## src/hdl/cylinder_wind_field_force_top_defines.svh

```systemverilog
// ----------------------------------------------------------------------------
// cylinder wind field force - assertion macros
// concurrent check helpers, empty when synthesised
// ----------------------------------------------------------------------------
`ifndef CYLINDER_WIND_FIELD_FORCE_TOP_DEFINES_SVH
`define CYLINDER_WIND_FIELD_FORCE_TOP_DEFINES_SVH
`ifndef SYNTHESIS
`define CWF_ASSERT_IMP(name, clk, rst, ante, cons) \
   name: assert property (@(posedge clk) disable iff (rst) (ante) |-> (cons)) \
      else $error("cwf check failed");
`define CWF_ASSERT_NEXT(name, clk, rst, ante, cons) \
   name: assert property (@(posedge clk) disable iff (rst) (ante) |=> (cons)) \
      else $error("cwf check failed");
`else
`define CWF_ASSERT_IMP(name, clk, rst, ante, cons)
`define CWF_ASSERT_NEXT(name, clk, rst, ante, cons)
`endif
`endif

```

## src/hdl/cwf_div.sv

```systemverilog
// ----------------------------------------------------------------------------
// cwf_div
// pipelined restoring divider, one quotient bit per stage
// ----------------------------------------------------------------------------
module cwf_div #(
   parameter int unsigned NUM_W = 40,
   parameter int unsigned DEN_W = 24,
   parameter int unsigned QUO_W = 17
) (
   input  logic             clock,
   input  logic             en,
   input  logic [NUM_W-1:0] numer,
   input  logic [DEN_W-1:0] denom,
   output logic [QUO_W-1:0] quo
);

   localparam int unsigned REM_W = (NUM_W + 1 > DEN_W + QUO_W) ? NUM_W + 1 : DEN_W + QUO_W;

   logic [REM_W-1:0] rem_ff [QUO_W];
   logic [DEN_W-1:0] den_ff [QUO_W];
   logic [QUO_W-1:0] quo_ff [QUO_W];

   for (genvar k = 0; k < QUO_W; k++) begin : g_stage
      localparam int unsigned BITPOS = QUO_W - 1 - k;
      logic [REM_W-1:0] rem_prev;
      logic [DEN_W-1:0] den_prev;
      logic [QUO_W-1:0] quo_prev;
      logic [REM_W-1:0] shifted;

      if (k == 0) begin : g_first
         assign rem_prev = {{(REM_W-NUM_W){1'b0}}, numer};
         assign den_prev = denom;
         assign quo_prev = '0;
      end else begin : g_next
         assign rem_prev = rem_ff[k-1];
         assign den_prev = den_ff[k-1];
         assign quo_prev = quo_ff[k-1];
      end

      assign shifted = {{(REM_W-DEN_W){1'b0}}, den_prev} << BITPOS;

      always_ff @(posedge clock) begin
         if (en) begin
            den_ff[k] <= den_prev;
            if (rem_prev >= shifted) begin
               rem_ff[k] <= rem_prev - shifted;
               quo_ff[k] <= quo_prev | ({{(QUO_W-1){1'b0}}, 1'b1} << BITPOS);
            end else begin
               rem_ff[k] <= rem_prev;
               quo_ff[k] <= quo_prev;
            end
         end
      end
   end

   assign quo = quo_ff[QUO_W-1];

endmodule

```

## config.mk

```make
export PLATFORM = sky130hd
export DESIGN_NAME = cwf_div
export DESIGN_NICKNAME = d
export VERILOG_FILES = /design/src/hdl/cylinder_wind_field_force_top_defines.svh /design/src/hdl/cwf_div.sv
export SDC_FILE = /design/constraint.sdc
export NUM_CORES = 2
export LEC_CHECK = 0
export BUFFER_PORTS_ARGS = -buffer_cell sky130_fd_sc_hd__buf_2
export CAP_MARGIN = 20
export CORE_ASPECT_RATIO = 1.5
export CORE_MARGIN = 4
export CORE_UTILIZATION = 40
export DETAILED_ROUTE_END_ITERATION = 7
export GPL_TIMING_DRIVEN = 0
export PLACE_DENSITY = 0.58
export SLEW_MARGIN = 15
export SYNTH_ARGS = -nofsm -noshare
export SYNTH_HDL_FRONTEND = slang
export SYNTH_SLANG_ARGS = --single-unit
```

## constraint.sdc

```tcl
create_clock -name clock -period 5.9 [get_ports clock]
set_clock_uncertainty 0.05 [all_clocks]
set_input_delay 1.475 -clock clock [delete_from_list [all_inputs] [get_ports clock]]
set_output_delay 1.475 -clock clock [all_outputs]
set_load 0.03 [all_outputs]
```

Word-level counts from Yosys, hierarchy flattened
Memory sizes are Yosys's and may differ from the RTL's. Index checks and enable logic that the tools add are counted.

Flip-flop bits (word level): 0. Latch bits: 0. RAM bits: 1394. ROM bits: 0. Input bits: 66. Output and inout port bits: 17. Word-level logic and storage cells: 209. Memories kept: 3.

Memories: rem_ff (depth 17, bits a word 41, rd ports 16, clocked after memory_dff 0, wr ports 17, line cwf_div.sv:19) `logic [REM_W-1:0] rem_ff [QUO_W];`; den_ff (depth 17, bits a word 24, rd ports 16, clocked after memory_dff 0, wr ports 17, line cwf_div.sv:20) `logic [DEN_W-1:0] den_ff [QUO_W];`; quo_ff (depth 17, bits a word 17, rd ports 17, clocked after memory_dff 0, wr ports 17, line cwf_div.sv:21) `logic [QUO_W-1:0] quo_ff [QUO_W];`.

$add $sub $neg: 17. Multipliers: 0. Div/mod/pow operators: 0. $lt $le $gt $ge: 17. Equality and inequality tests: 0. Shift operators: 0. Mux-type cells: 138. Bitwise operators: 34. Reductions and logical operators: 0.

Operators by type and width (number): two-way mux 41 bit (17); two-way mux 17 bit (17); two-way mux 1 bit (104); greater-or-equal comparator 41 x 24 -> 1 bit (1); greater-or-equal comparator 41 x 25 -> 1 bit (1); greater-or-equal comparator 41 x 26 -> 1 bit (1); greater-or-equal comparator 41 x 27 -> 1 bit (1); greater-or-equal comparator 41 x 28 -> 1 bit (1); greater-or-equal comparator 41 x 29 -> 1 bit (1); greater-or-equal comparator 41 x 30 -> 1 bit (1); greater-or-equal comparator 41 x 31 -> 1 bit (1); greater-or-equal comparator 41 x 32 -> 1 bit (1); greater-or-equal comparator 41 x 33 -> 1 bit (1); greater-or-equal comparator 41 x 34 -> 1 bit (1); greater-or-equal comparator 41 x 35 -> 1 bit (1); greater-or-equal comparator 41 x 36 -> 1 bit (1); greater-or-equal comparator 41 x 37 -> 1 bit (1); greater-or-equal comparator 41 x 38 -> 1 bit (1); greater-or-equal comparator 41 x 39 -> 1 bit (1); subtractor 40 x 40 -> 41 bit (1); subtractor 41 x 24 -> 41 bit (1); subtractor 41 x 25 -> 41 bit (1); subtractor 41 x 26 -> 41 bit (1); subtractor 41 x 27 -> 41 bit (1); 14 further kinds (47).

Logic depth before layout (Yosys ltp)
An unclocked memory read counts as a cell.

Depth in word-level cells: 6. Mapped depth: 16. Gate-level depth less buffers: 15.

Worst setup path before layout
Ideal clock, no wire load.

Path kind: input-to-reg. From: input port en. To: memory quo_ff[7][10], enable pin. Library setup time: 0.423 ns. Arrival time: 3.879 ns. Data required time: 5.427 ns. Setup slack: 1.548 ns. Cell stages on the path: 5. Cell sequence: clkbuf_1 > clkbuf_1 > clkbuf_1 > clkbuf_1 > clkbuf_1.

RTL lines: start, declared (line cwf_div.sv:11) `input logic en,`; end, declared (line cwf_div.sv:21).

==> flow_summary.toml <==
[floorplan]
ios = 83
initial_core_util_pct = 40.24
die_y_um = 499.9
core_um2 = 160400
die-width_um = 336.0
fp.dieArea_um2 = 168000
rows = 180

[route]
top_layer = "met4"
drtIter0Drc = 2027
dr_wl_met3_mm = 4.404
routedWlPerCell_um = 22.27
vias = 43933
wl_met1_mm = 45.91
drc_errors = 0
via_per_inst = 5.408
route.met2.wl_mm = 111.3
wl_mm = 180.9
firstDrtPassIters = 5
drtAntennaViolNets = 0

[sta]
slew_viol_final = 0
final.setup.worst_slack_ps = 309.3
fin_crit_ps = 5591
final_hold_viol_count = 0
tightest_slew_ps = 1310
setup_viol = 0
maxSlewHeadroom_pct = 11.98
finalCritPeriodShare_pct = 94.76
whs_ps = 354.5
max_freq_mhz = 178.9
grt_setup_unrepaired = "no"

[global_route]
grtUsageTotal_pct = 21.51
antenna_found_initial = 3
overflow = 0
grt_pass1_wl_mm = 267.8
grt_max_degree = 87
grt_pass1_vias = 47476

[synth]
syn_avg_cell_area_um2 = 11.36
async_flop_share_pct = 0
syn_nets = 6173
synth-edff-count = 1193
synth_seq_area_share_pct = 55.51
synth_top_area_cell = "edfxtp_1"
synth-warning-count = 0
synthCells = 5683
synth_area_um2 = 64530
synth_ff_type = "edfxtp_1"
synth-seq-cells = 1193
synth_top_area_share_pct = 55.51
synthTopCellsByArea = "edfxtp_1 56%, ha_1 7.9%, a21oi_1 3.5%"
synth_cell_types = 84

[clock_network]
cts_hold_buf = 0
cts_tree = "yes"
clockRootBuffer = "clkbuf_16"
cts.htree.levels = 4
clkLatencyLatePin_ps = 780
cts_made_buffers = 131
path_clk_slew_ps = 60
clk_path_buf_depth = 3
postCtsSetupRepairBufs = 0
cts_resized = 0
cts.sinks = 1193

[cells_and_area]
drive_gt1_share_pct = 7.910
fin_nets = 6418
syn2layout_area_growth_pct = 12.45

[worst_setup_path]
worstRegToRegCells = 14
path_class = "register to register"
required_ps = 6320
endpoint_kind = "register"
cp_max_fo = 10
arrival_ps = 6010
crit_path_start_kind = "register"

[power_and_ir_drop]
pwr-share-seq_pct = 38.1
swShare_pct = 35.47
clockPowerShare_pct = 24.4
power.density_nw_per_um2 = 471.6
power.switching_uw = 12140
power_leakage_uw = 0.02793
vdd_drop_max_v = 0.0002600
combPwrFrac_pct = 37.5
p_int_uw = 22080

[outcome]
status = "complete, no violations"

[placement]
pre_cts_ws_ps = -493.7
gp_congestion = 0.9789
hpwl_mm = 146.5
portBuffers = 82

[hold_path]
hp-class = "register to register"
hold_path_depth = 0

[job]
max-cap-violations = 0
## metal layers
metal  track usage [%]  vias to the layer above
met5                 0                        -
met4             19.75                        0
met3             2.476                      617
met2             47.52                      986
met1             13.90                    20930
li1                  -                    21400
## worst max-delay path, cell delays in order (launching register included)
cell	delay, ps
edfxtp_1	360
inv_1	50
ha_1	220
fa_1	420
nor2b_1	210
o31a_1	210
nor3_1	100
o21ai_0	510
a21oi_1	280
o21ai_0	730
nand3b_1	390
nand2_1	420
buf_2	430
buf_1	750
a21oi_1	140
## Yosys cell counts, types with 75 or more instances
cell type     n
a21o_1      152
edfxtp_1   1193
xnor2_1     248
a21oi_1     450
nand4_1      75
ha_1        408
nor2b_1      75
clkbuf_1    109
inv_1       506
xor2_1      188
mux2_2       83
nand2_1     429
o21ai_0     383
nand3_1      92
nor3_1      100
nor2_1      371
## power by group through the flow
stage	clock network, uW	registers, uW	logic [uW]
after floorplan	0	12800	9430
after global placement	0	13200	12600
after detailed placement	0	13200	12700
after CTS	8540	13000	12800
after global routing	8910	13200	14200
final	8340	13000	12800
## state kept, by name, indices dropped and copies added, names as in the netlist
| name | flops |
|---|---|
| den_ff | 384 |
| quo_ff | 153 |
| rem_ff | 656 |
## per-stage QoR
| step | power (uW) | area, um^2 | instances | utilization [%] | setup TNS (ps) |
|---|---|---|---|---|---|
| 2_1_floorplan | 22250 | 64530 | 5683 | - | 0 |
| 3_3_place_gp | 25780 | 67560 | 7858 | 42.13 | - |
| 3_5_place_dp | 25940 | 68210 | 7887 | 42.54 | -135560 |
| 4_1_cts | 34380 | 72550 | 8122 | 45.25 | 0 |
| 5_1_grt | 36310 | 72570 | 8123 | 45.25 | 0 |
| 6_report | 34220 | 72570 | 8124 | 45.26 | 0 |
## cells by family after synthesis
| group | Yosys count | synth area share [%] |
|---|---|---|
| AOI/OAI and AO/OA | 1385 | 13.20 |
| and+or+nand+nor | 1511 | 11.63 |
| buffers and inverters | 645 | 3.789 |
| muxes | 89 | 1.541 |
| adders and majority gates | 424 | 8.407 |
| xor gates and xnor gates | 436 | 5.917 |
| DFF | 1193 | 55.51 |
## layout make-up
type | instances | area, um^2
inverters | 506 | 1899
multi-input cells | 3845 | 26350
flip-flops and latches | 1193 | 35820
well taps | 2093 | 2619
diodes | 1 | 2.502
clock inverters | 82 | 963.4
clock buffers | 153 | 3382
repair buffers | 112 | 934.6
fillers | 14786 | 87790
plain buffers | 139 | 591.8
## final timing paths
check | slack (ps) | startpoint | endpoint
hold reg to reg | 350 | quo_ff[3][13] | quo_ff[4][13]
setup reg to reg | 310 | rem_ff[4][11] | rem_ff[5][33]
hold / removal | 350 | quo_ff[3][13] | quo_ff[4][13]
setup / recovery | 310 | rem_ff[4][11] | rem_ff[5][33]
## cell usage in the layout, fill, tap and decap left out, drive strengths merged, types with 23 or more instances in the layout
cell and n:
mux2 83, nor3 100, edfxtp 1193, clkinv 56, nand2b 73, a211o 24, nand3 92, and3 33
nand4 75, nor4 72, inv 514, o31a 23, clkbuf 262, o211ai 26, ha 408, nor2 371
xnor2 248, o31ai 31, a31oi 28, o21ai 386, nor2b 75, buf 141, nand2 429, or3 38
a211oi 27, o21a 70, xor2 188, a21o 152, o21bai 38, a21oi 450
Power figures use the tool's default switching activity.
