[src/hdl/cylinder_wind_field_force_top_defines.svh]
// ----------------------------------------------------------------------------
// cylinder wind field force - assertion macros
// concurrent check helpers, empty when synthesised
// ----------------------------------------------------------------------------
`ifndef CYLINDER_WIND_FIELD_FORCE_TOP_DEFINES_SVH
`define CYLINDER_WIND_FIELD_FORCE_TOP_DEFINES_SVH
`ifndef SYNTHESIS
`define CWF_ASSERT_IMP(name, clk, rst, ante, cons) \
   name: assert property (@(posedge clk) disable iff (rst) (ante) |-> (cons)) \
      else $error("cwf check failed");
`define CWF_ASSERT_NEXT(name, clk, rst, ante, cons) \
   name: assert property (@(posedge clk) disable iff (rst) (ante) |=> (cons)) \
      else $error("cwf check failed");
`else
`define CWF_ASSERT_IMP(name, clk, rst, ante, cons)
`define CWF_ASSERT_NEXT(name, clk, rst, ante, cons)
`endif
`endif

[src/hdl/cwf_isqrt.sv]
// ----------------------------------------------------------------------------
// cwf_isqrt
// pipelined integer square root, one root bit per stage
// ----------------------------------------------------------------------------
module cwf_isqrt #(
   parameter int unsigned IN_W   = 40,
   parameter int unsigned ROOT_W = 20
) (
   input  logic              clock,
   input  logic              en,
   input  logic [IN_W-1:0]   radicand,
   output logic [ROOT_W-1:0] root
);

   logic [IN_W-1:0]   rem_ff  [ROOT_W];
   logic [ROOT_W-1:0] root_ff [ROOT_W];

   for (genvar k = 0; k < ROOT_W; k++) begin : g_stage
      localparam int unsigned BITPOS = ROOT_W - 1 - k;
      logic [IN_W-1:0]   rem_prev;
      logic [ROOT_W-1:0] root_prev;
      logic [IN_W-1:0]   trial;

      if (k == 0) begin : g_first
         assign rem_prev  = radicand;
         assign root_prev = '0;
      end else begin : g_next
         assign rem_prev  = rem_ff[k-1];
         assign root_prev = root_ff[k-1];
      end

      assign trial = ({{(IN_W-ROOT_W){1'b0}}, root_prev} << (BITPOS + 1))
                   + ({{(IN_W-1){1'b0}}, 1'b1} << (2 * BITPOS));

      always_ff @(posedge clock) begin
         if (en) begin
            if (rem_prev >= trial) begin
               rem_ff[k]  <= rem_prev - trial;
               root_ff[k] <= root_prev | ({{(ROOT_W-1){1'b0}}, 1'b1} << BITPOS);
            end else begin
               rem_ff[k]  <= rem_prev;
               root_ff[k] <= root_prev;
            end
         end
      end
   end

   assign root = root_ff[ROOT_W-1];

endmodule

[config.mk]
export PLATFORM = sky130hd
export DESIGN_NAME = cwf_isqrt
export DESIGN_NICKNAME = d
export VERILOG_FILES = /design/src/hdl/cylinder_wind_field_force_top_defines.svh /design/src/hdl/cwf_isqrt.sv
export SDC_FILE = /design/constraint.sdc
export NUM_CORES = 1
export LEC_CHECK = 0
export ABC_AREA = 1
export BUFFER_PORTS_ARGS = -buffer_cell sky130_fd_sc_hd__buf_2
export CELL_PAD_IN_SITES_DETAIL_PLACEMENT = 1
export CELL_PAD_IN_SITES_GLOBAL_PLACEMENT = 1
export CORE_UTILIZATION = 54
export CTS_CLUSTER_SIZE = 20
export DETAILED_ROUTE_END_ITERATION = 8
export PLACE_DENSITY = 0.86
export SKIP_LAST_GASP = 1
export SLEW_MARGIN = 10
export SYNTH_ARGS = -nofsm -noshare
export SYNTH_HDL_FRONTEND = slang
export SYNTH_SLANG_ARGS = --single-unit
[constraint.sdc]
create_clock -name clock -period 5.7 [get_ports clock]
set_input_delay 0.855 -clock clock [delete_from_list [all_inputs] [get_ports clock]]
set_output_delay 0.855 -clock clock [all_outputs]
set_load 0.01 [all_outputs]
### After elaboration in Yosys (flattened, before gate mapping)

Memory sizes are Yosys's and may differ from the RTL's.
Cells that the tools add are included.

* add/subtract/negate cells: 39
* order comparisons: 20
* muxes and demuxes: 160
* bitwise logic cells: 40

Operators by type and width (count)
* $mux W40: 20
* $mux W20: 20
* $mux W1: 120
* $add A39 B37 Y40 const B: 1
* $ge A40 B22 Y1: 1
* $ge A40 B23 Y1: 1
* $ge A40 B24 Y1: 1
* $ge A40 B25 Y1: 1
* $ge A40 B26 Y1: 1
* $ge A40 B27 Y1: 1
* $ge A40 B28 Y1: 1
* $ge A40 B29 Y1: 1
* $ge A40 B30 Y1: 1
* $ge A40 B31 Y1: 1
* $ge A40 B32 Y1: 1
* $ge A40 B33 Y1: 1
* $ge A40 B34 Y1: 1
* $ge A40 B35 Y1: 1
* $ge A40 B36 Y1: 1
* $ge A40 B37 Y1: 1
* $ge A40 B38 Y1: 1
* $ge A40 B39 Y1: 1
* $ge A40 B39 Y1 const B: 1
* $ge A40 B40 Y1: 1
* other kinds (39): 78

* flip-flop bits (word level): 0
* RAM bits: 1200
* bits of input ports: 42
* output and inout bits: 20
* word-level logic and storage cells: 261
* memories: 2

Memory list
* rem_ff: depth 20, width 40, rd ports 19, clocked after Yosys merged registers in 0, wr ports 20, RTL line cwf_isqrt.sv:15 `logic [IN_W-1:0] rem_ff [ROOT_W];`
* root_ff: depth 20, width 20, rd ports 20, clocked after Yosys merged registers in 0, wr ports 20, RTL line cwf_isqrt.sv:16 `logic [ROOT_W-1:0] root_ff [ROOT_W];`

### Depth between registers and ports, before layout

Gate-level depths: netlist (run 1).
An unclocked memory read counts as a cell.

* depth after elaboration: 7
* depth in mapped cells: 17
* depth with buffers taken out: 16

### Least setup slack after synthesis (run 1)

OpenSTA, ideal clock, no wires.

* path kind: input to register
* start point: input port en
* end point: memory rem_ff[18][0] (enable)
* setup time: 0.437 ns
* data arrival time: 2.894 ns
* data required time: 5.263 ns
* slack: 2.369 ns
* stages on the path: 3
* buffers on the path: 3
* cells stage by stage: buf_4 -> clkbuf_1 -> clkbuf_1

RTL lines
* start, declared: RTL line cwf_isqrt.sv:10 `input logic en,`
* end, declared: RTL line cwf_isqrt.sv:15

==> run_results.csv, run 1 <==
group,metric,value,unit
worst_setup_path,worst_r2r_endpoint,"rem_ff[17][26]",
routing,viasPerCell,5.88,
logic_synthesis,synth_cell_types,61,
clocking,root_buffer,"clkbuf_16",
clocking,clock_latency,0.71,ns
power,power_switching,7.10,mW
logic_synthesis,synth_cells,6119,
routing,drtPass1Iterations,5,
routing,routed_wl,180000,µm
power,p_leak,25.9,nW
grt,gr-total-overflow,0,
routing,num_vias,44739,
sta,finalSetupViolCount,0,
grt,grt_pass1_vias,46845,
sta,hold_slack,0.309,ns
run,drv_cap,0,
placed_design,dp_hpwl,134000,µm
cells_and_area,layout-drive-gt1-share,0.0625,
placed_design,dp.cells,7424,
worst_hold_path,min_path_type,"in2reg",
sta,period_minus_slack,3.21,ns
power,power_density,357,nW/µm²
sta,finalHoldViolations,0,
cells_and_area,syn_to_final_growth,9.13,%
worst_setup_path,path_max_fanout,11,
grt,track_usage,0.352,
logic_synthesis,synth_edf_count,970,
grt,grt_start_max_net_pins,159,
sta,fmax,0.311,GHz
clocking,cts_setup_buffers,0,
worst_setup_path,crit_type,"reg2reg",
logic_synthesis,synth_compound_area_frac,0.0558,
worst_setup_path,reg2regPathDepth,11,
clocking,holdBufCountCts,0,
power,pwr-share-seq,0.455,
routing,postRouteAntennaNets,0,
logic_synthesis,synth_top_family_by_area,"simple AND/OR/NAND/NOR gates",
placed_design,io_buffer_count,61,
logic_synthesis,synth_adder_area_share,0.0522,
sta,finClkSkew,0.0523,ns
logic_synthesis,synthSimpleGateAreaFrac,0.247,
clocking,cts_resized,0,
power,internal_power,14.1,mW
logic_synthesis,synthMuxAreaShare,0,
floorplan,start_util,0.544,
sta,rsz0062_at_grt,"false",
sta,slew-limit-headroom,0.238,
power,pwr-share-clk,0.318,
floorplan,die_x,319,µm
clocking,cts_tree,"done",
worst_hold_path,holdCritStartpoint,"radicand[28]",
logic_synthesis,ys_ff_latch,970,
clocking,ctsHtreeMaxLevel,3,
worst_setup_path,cp-end-kind,"flop",
status,outcome,"completed",
worst_setup_path,critPathLaunchType,"flop",
cells_and_area,final_cells,7604,
clocking,clock_sinks,970,
routing,drt_iter0_drc,4090,
floorplan,rows,116,
logic_synthesis,synth_nets,6388,
worst_setup_path,startpoint,"root_ff[4][6]",
cells_and_area,finish.utilization,0.594,
floorplan,die-area,102000,µm²
power,ir_drop,0.278,mV
logic_synthesis,synth-xor-area-share,0.0330,
sta,tightest_slew,1.14,ns
cells_and_area,multi_input_area,21100,µm²
logic_synthesis,synth_flop_cell,"edfxtp_1",
grt,antenna_found_initial,0,
clocking,clkTransAtPathRegs,0.07,ns
sta,fin_setup_tns,0,ns
cells_and_area,seqCellArea,29100,µm²
clocking,cts_buffer_depth,3,
floorplan,core-area,100000,µm²
logic_synthesis,syn_area,54400,µm²
routing,post-route-drc-count,0,
floorplan,die_h,319,µm
cells_and_area,final_nets,6500,
cells_and_area,fillCellCount,11568,
sta,timing.final.crit_share,0.564,
logic_synthesis,yosys_warnings,0,
placed_design,gp_congestion,0.954,
logic_synthesis,async_reset_ff_frac,0,
logic_synthesis,synth_seq_area_share,0.535,
worst_setup_path,cp_data_arrival_time,3.67,ns
power,comb_power_share,0.227,
clocking,cts_made_buffers,103,
worst_hold_path,hold_depth,1,
worst_setup_path,rr_startpoint,"root_ff[4][6]",
logic_synthesis,synth.avg_cell_area,8.89,µm²
worst_hold_path,min_to,"rem_ff[0][28]",
routing,wl_per_cell,23.6,µm
grt,grt_pass1_wl,275000,µm
worst_setup_path,crit_required,6.15,ns
power,p_sw_frac,0.335,
floorplan,ios,62,
sta,drv_slew,0,
worst_setup_path,rrSetupSlack,2.49,ns
layout make-up:
type / instances / area share
Sequential cell: 970 / 0.490
Multi-Input combinational cell: 4083 / 0.356
Inverter: 999 / 0.0633
Clock buffer: 114 / 0.0441
Tap cell: 1298 / 0.0273
Clock inverter: 65 / 0.0116
Timing Repair Buffer: 74 / 0.00758
Antenna cell: 1 / 0.0000421
power groups by stage:
stage	sequential (mW)	clock (mW)	combinational, mW
global placement	9.71	0	4.36
finish	9.65	6.75	4.81
global route	9.69	6.99	5.32
detailed placement	9.74	0	4.62
floorplan	9.36	0	3.34
CTS	9.63	6.80	4.74
Yosys cell counts (all sizes together) (102+ instances only):
library cell	number	area, µm²
xor2	102	893
nor2	681	2680
nor3	110	576
o21ai	224	1240
a21oi	249	1280
ha	227	2840
edfxtp	970	29100
inv	996	3750
nand4	157	1010
nand3	376	1930
xnor2	103	902
nand2	1654	6330
worst max-delay path by stage:
stage / slack [ns] / endpoint / depth (start not counted)
2_1_floorplan: 2.37 / rem_ff[18][0] / 3
3_3_place_gp: 2.01 / rem_ff[10][19] / 8
6_report: 2.49 / rem_ff[17][26] / 11
5_1_grt: 2.41 / rem_ff[8][24] / 7
4_1_cts: 2.62 / rem_ff[17][4] / 10
3_5_place_dp: 1.89 / rem_ff[8][26] / 6
placed cells by master, fill, tap and decap left out, types with 24 or more instances in the layout:
cell / count
nor2_1: 649
nand3b_1: 27
inv_1: 977
nor3_1: 105
xnor2_1: 103
a21oi_1: 241
nor2_2: 24
o21ai_1: 52
o21ai_2: 32
nor4_1: 70
nand2_1: 1617
xor2_1: 102
o21ai_0: 140
nand2_2: 31
clkbuf_16: 103
nand3_1: 369
edfxtp_1: 970
nand4_1: 152
ha_1: 227
buf_2: 60
metal layers:
metal / part of all wire / GRT usage / vias to the layer above
met2: 0.49 / 0.613 / 1725
met5: 0 / 0 / -
met4: 0.043 / 0.140 / 0
met1: 0.40 / 0.442 / 22077
met3: 0.060 / 0.0462 / 469
li1: - / - / 20468
per-stage QoR:
stage	instance area [µm²]	total power, mW	setup slack [ns]
after floorplan	54400	12.7	2.37
after global placement	56100	14.1	2.01
after detailed placement	56100	14.4	1.89
after CTS	59400	21.2	2.62
after global routing	59400	22.0	2.41
final	59400	21.2	2.49
state kept, by name, summed over array words and instances, names as in the netlist:
signal   count
rem_ff     760
root_ff    210
cell families (layout without fill, tap and decap cells):
kind of cell,Yosys count,in the layout
other cells,0,1
flops,970,970
xor+xnor,205,205
simple gates,3112,3112
compound gates,539,539
buf+inv,1066,1252
fa+ha+maj,227,227
worst max-delay path, cell delays in order (launching register included):
cell and delay [ns]:
edfxtp_1 0.50, inv_1 0.12, ha_1 0.41, nand2_1 0.14, nor2_1 0.17, nand2_1 0.17, nor3_1 0.44, nor2_1 0.11
nand3_1 0.58, nand3_1 0.17, nand2_1 0.10, nand2_1 0.05
(Power assumes the default switching activity.)
==> run 2: changes to the inputs <==
--- a/config.mk
+++ b/config.mk
@@ -5,14 +5,14 @@
 export SDC_FILE = /design/constraint.sdc
 export NUM_CORES = 1
 export LEC_CHECK = 0
-export ABC_AREA = 1
+export ABC_AREA = 0
 export BUFFER_PORTS_ARGS = -buffer_cell sky130_fd_sc_hd__buf_2
 export CELL_PAD_IN_SITES_DETAIL_PLACEMENT = 1
 export CELL_PAD_IN_SITES_GLOBAL_PLACEMENT = 1
-export CORE_UTILIZATION = 54
+export CORE_UTILIZATION = 48
 export CTS_CLUSTER_SIZE = 20
 export DETAILED_ROUTE_END_ITERATION = 8
-export PLACE_DENSITY = 0.86
+export PLACE_DENSITY = 0.77
 export SKIP_LAST_GASP = 1
 export SLEW_MARGIN = 10
 export SYNTH_ARGS = -nofsm -noshare
==> constraint.sdc (replaced) <==
create_clock -name clock -period 2.7 [get_ports clock]
set_input_delay 0.405 -clock clock [delete_from_list [all_inputs] [get_ports clock]]
set_output_delay 0.405 -clock clock [all_outputs]
set_load 0.01 [all_outputs]
==> run_results.csv, run 2 <==
group,metric,value,unit
logic_synthesis,synth_cell_types,94,
sta,crit_endpoint,"rem_ff[16][23]$_DFFE_PP_/D",
logic_synthesis,yosys-top-cells-count,"edfxtp_1, inv_1, nand2_1, ha_1, o21ai_0",
clocking,ctsHtreeMaxLevel,3,
clocking,cts_made_buffers,101,
placed_design,dp_hpwl,93000,µm
logic_synthesis,synth_seq_area_share,0.629,
logic_synthesis,yosys_warnings,0,
floorplan,ios,62,
placed_design,gp_congestion,0.855,
clocking,cts_buffer_depth,3,
logic_synthesis,async_reset_ff_frac,0,
placed_design,io_buffer_count,61,
logic_synthesis,synth_edf_count,970,
floorplan,die_h,312,µm
grt,grt_start_max_net_pins,174,
clocking,root_buffer,"clkbuf_16",
status,haltStage,"5_1_grt",
floorplan,start_util,0.486,
logic_synthesis,synth.most_common_cell,"edfxtp_1",
logic_synthesis,ys_ff_latch,970,
grt,gr-total-overflow,53,
logic_synthesis,synth_nets,3890,
sta,endpoint_type,"register input",
logic_synthesis,syn_area,46300,µm²
floorplan,rows,113,
floorplan,die_x,312,µm
grt,antenna_found_initial,15,
logic_synthesis,synth.avg_cell_area,12.8,µm²
status,toolErrorMsg,"[ERROR GRT-0232] Routing congestion too high. Check the congestion heatmap in the GUI.",
logic_synthesis,synth_top_area_frac,0.629,
status,outcome,"stopped before the end",
logic_synthesis,synth_flop_cell,"edfxtp_1",
clocking,clock_sinks,970,
logic_synthesis,synth_area_leaders,"edfxtp_1, ha_1, xor2_1",
logic_synthesis,yosysTopAreaCell,"edfxtp_1",
grt,track_usage,0.617,
logic_synthesis,synth_cells,3621,
[run 2: cell types whose count changed after synthesis, sizes merged, moves of 89 or more]
cell	previous run	this run
nand4	157	62
nand2	1654	261
nor2	681	197
a21oi	249	160
inv	996	273
nand3	376	52
[run 2: logic make-up after synthesis]
kind of cell	Yosys count	share of synthesized area
AO/OA/AOI/OAI	647	0.0882
buffers and inverters	353	0.0308
adder cells (fa/ha/maj)	227	0.0614
XOR/XNOR	320	0.0606
multiplexers	20	0.00465
AND/OR/NAND/NOR	1084	0.125
flip-flops	970	0.629
[run 2: routing by layer]
metal  track usage  GRT overflow
met4         0.674            35
met5         0.114             1
met3         0.402             0
met2         0.836            17
met1         0.590             0
[run 2: repair_timing]
action / in CTS
resized for setup: 651
setup buffers: 114
hold endpoints to repair: 38
hold buffers: 38
endpoints found under the setup margin: 359
pin swaps: 189
gates cloned: 25
[run 2: stage by stage]
stage | cells | worst slack [ns] | util | hold WS, ns | cell area, µm²
after floorplan | 3621 | -0.182 | - | 0.417 | 46700
after global placement | 5477 | -0.698 | 0.555 | 0.422 | 52900
after detailed placement | 5477 | -0.720 | 0.555 | 0.433 | 52900
after CTS | 5834 | -0.389 | 0.639 | 0.0275 | 60900
==> run 3: changes to the inputs <==
--- a/config.mk
+++ b/config.mk
@@ -7,12 +7,9 @@
 export LEC_CHECK = 0
 export ABC_AREA = 0
 export BUFFER_PORTS_ARGS = -buffer_cell sky130_fd_sc_hd__buf_2
-export CELL_PAD_IN_SITES_DETAIL_PLACEMENT = 1
-export CELL_PAD_IN_SITES_GLOBAL_PLACEMENT = 1
-export CORE_UTILIZATION = 48
-export CTS_CLUSTER_SIZE = 20
+export CORE_UTILIZATION = 40
 export DETAILED_ROUTE_END_ITERATION = 8
-export PLACE_DENSITY = 0.77
+export PLACE_DENSITY_LB_ADDON = 0.15
 export SKIP_LAST_GASP = 1
 export SLEW_MARGIN = 10
 export SYNTH_ARGS = -nofsm -noshare
==> constraint.sdc (replaced) <==
create_clock -name clock -period 3.5 [get_ports clock]
set_input_delay 0.525 -clock clock [delete_from_list [all_inputs] [get_ports clock]]
set_output_delay 0.525 -clock clock [all_outputs]
set_load 0.01 [all_outputs]
==> run_results.csv, run 3 <==
group,metric,value,unit
sta,fmax,0.302,GHz
clocking,clock_sinks,970,
cells_and_area,final_common_cell,"edfxtp_1",
logic_synthesis,synth.most_common_cell,"edfxtp_1",
floorplan,ios,62,
grt,grt_pass1_wl,158000,µm
floorplan,start_util,0.404,
worst_setup_path,reg2regPathDepth,10,
status,failed_checks,"DRC",
routing,routed_wl,100000,µm
status,outcome,"finished with violations",
logic_synthesis,synth_nets,3890,
cells_and_area,final_nets,4092,
clocking,ctsHtreeMaxLevel,3,
placed_design,io_buffer_count,61,
logic_synthesis,synth_flop_cell,"edfxtp_1",
logic_synthesis,ys_ff_latch,970,
logic_synthesis,synth_seq_area_share,0.629,
worst_setup_path,cpPeakStageDelay,0.61,ns
worst_setup_path,cp_data_arrival_time,3.87,ns
power,p_leak,19.8,nW
grt,grt_start_max_net_pins,135,
cells_and_area,largest_register,"rem_ff",
placed_design,gp_congestion,0.842,
placed_design,dp_hpwl,74100,µm
clocking,root_buffer,"clkbuf_16",
logic_synthesis,synth_edf_count,970,
clocking,clock_latency,0.70,ns
sta,timing.final.crit_share,0.946,
sta,finalHoldViolations,0,
worst_setup_path,rrSetupSlack,0.19,ns
logic_synthesis,synth_top_area_frac,0.629,
logic_synthesis,synth.avg_cell_area,12.8,µm²
logic_synthesis,async_reset_ff_frac,0,
worst_hold_path,min_path_type,"in2reg",
routing,num_vias,28257,
cells_and_area,diodes,0,
sta,rsz0062_at_grt,"true",
logic_synthesis,yosys_warnings,0,
worst_setup_path,critPathLaunchType,"flop",
sta,period_minus_slack,3.31,ns
run,drv_cap,0,
floorplan,die_h,342,µm
sta,drv_slew,0,
worst_setup_path,crit_required,4.06,ns
routing,drtPass1Iterations,8,
cells_and_area,syn_to_final_growth,14.3,%
worst_setup_path,path_max_fanout,5,
floorplan,core-area,115000,µm²
clocking,cts_tree,"done",
worst_setup_path,crit_chain,"ha_1, and3_1, and3_1, a2111oi_1, buf_4, o21ai_0, a31oi_1, o21bai_1, or4b_2, nand4_1",
worst_hold_path,hold_depth,3,
routing,viasPerCell,5.21,
grt,gr-total-overflow,0,
cells_and_area,fillCellCount,10319,
clocking,cts_made_buffers,107,
clocking,cts_setup_buffers,0,
sta,slew-limit-headroom,0.301,
logic_synthesis,syn_area,46300,µm²
cells_and_area,final_cell_mix,"edfxtp_1, inv_1, nand2_1",
worst_setup_path,worst_r2r_endpoint,"rem_ff[16][23]",
floorplan,die_x,342,µm
cells_and_area,largest_reg_flops,760,
logic_synthesis,yosys-top-cells-count,"edfxtp_1, inv_1, nand2_1, ha_1, o21ai_0",
worst_setup_path,rr_startpoint,"rem_ff[15][13]",
logic_synthesis,synth_cell_types,94,
power,power_density,610,nW/µm²
logic_synthesis,synth_cells,3621,
routing,wl_per_cell,18.5,µm
worst_setup_path,slowest_stage,"or4b_2",
worst_setup_path,crit_type,"reg2reg",
grt,grt_pass1_vias,28843,
worst_hold_path,min_to,"rem_ff[0][39]",
clocking,clkTransAtPathRegs,0.06,ns
power,totalPowerFinal,32.3,mW
worst_hold_path,holdCritStartpoint,"radicand[39]",
cells_and_area,layout-drive-gt1-share,0.0954,
clocking,cts_buffer_depth,3,
worst_setup_path,cp-end-kind,"flop",
sta,hold_slack,0.166,ns
sta,finalSetupViolCount,0,
floorplan,rows,124,
cells_and_area,final_cells,5423,
logic_synthesis,yosysTopAreaCell,"edfxtp_1",
grt,track_usage,0.172,
grt,antenna_found_initial,0,
routing,post-route-drc-count,8,
power,ir_drop,0.415,mV
sta,finClkSkew,0.0653,ns
floorplan,die-area,117000,µm²
cells_and_area,largest_registers,"rem_ff (760), root_ff (210)",
placed_design,dp.cells,5188,
routing,postRouteAntennaNets,0,
routing,drt_iter0_drc,1599,
sta,tightest_slew,1.05,ns
worst_setup_path,crit_top_cell,"and3_1",
logic_synthesis,synth_area_leaders,"edfxtp_1, ha_1, xor2_1",
-- run 3: what timing repair did --
| action | in CTS | in global routing |
|---|---|---|
| hold buffers | 38 | 0 |
| endpoints found under the setup margin | 6 | 21 |
| pin swaps | 0 | 1 |
| endpoints found under the hold margin | 38 | 0 |
| gates resized for setup | 1 | 8 |
-- run 3: layout make-up --
class                           instances  area, µm²  area share
Clock buffer                          118       2720      0.0514
Clock inverter                         79       1000      0.0190
Inverter                              273       1030      0.0194
Multi-Input combinational cell       2298      15800       0.298
Sequential cell                       970      29100       0.551
Tap cell                             1512       1890      0.0358
Timing Repair Buffer                  173       1360      0.0258
-- run 3: kinds of logic after synthesis --
group / share of synthesized area
flops: 0.629
fa+ha+maj: 0.0614
compound gates: 0.0882
buf+inv: 0.0308
simple gates: 0.125
xor+xnor: 0.0606
mux: 0.00465
-- run 3: through the flow --
stage               instance area, µm²  setup slack [ns]   util  TNS [ns]
finish                           52900             0.188  0.462         0
global route                     52900           -0.0120  0.462   -0.0120
CTS                              52900             0.115  0.462         0
detailed placement               48800           -0.0431  0.426   -0.0970
global placement                 48800           -0.0410  0.426    -0.110
floorplan                        46300             0.364      -         0
-- run 3: how the worst max path moves through the flow --
stage	end	start	slack [ns]	depth (start not counted)
2_1_floorplan	rem_ff[18][0]	en	0.36	3
3_3_place_gp	rem_ff[11][34]	rem_ff[10][23]	-0.04	9
6_report	rem_ff[16][23]	rem_ff[15][13]	0.19	10
5_1_grt	rem_ff[16][23]	rem_ff[15][13]	-0.01	10
4_1_cts	rem_ff[16][23]	rem_ff[15][13]	0.12	10
3_5_place_dp	rem_ff[11][34]	rem_ff[10][23]	-0.04	9
-- run 3: worst max-delay path: cells and delay by family, from the launching register on --
| kind | cells | cell delay (ns) |
|---|---|---|
| buffers and inverters | 1 | 0.20 |
| flip-flops | 1 | 0.41 |
| AO/OA/AOI/OAI | 4 | 1.01 |
| adder cells (fa/ha/maj) | 1 | 0.38 |
| AND/OR/NAND/NOR | 4 | 1.18 |
-- run 3: metal layers --
layer	track usage	up-vias	part of all wire
li1	-	13973	-
met1	0.198	13665	0.41
met2	0.325	444	0.53
met3	0.0229	175	0.029
met4	0.0582	0	0.032
met5	0	-	0
-- run 3: power by group --
part	total [mW]	internal, mW	switching [mW]
sequential	15.5	14.5	0.971
combinational	5.04	2.17	2.86
clock	11.7	7.03	4.71
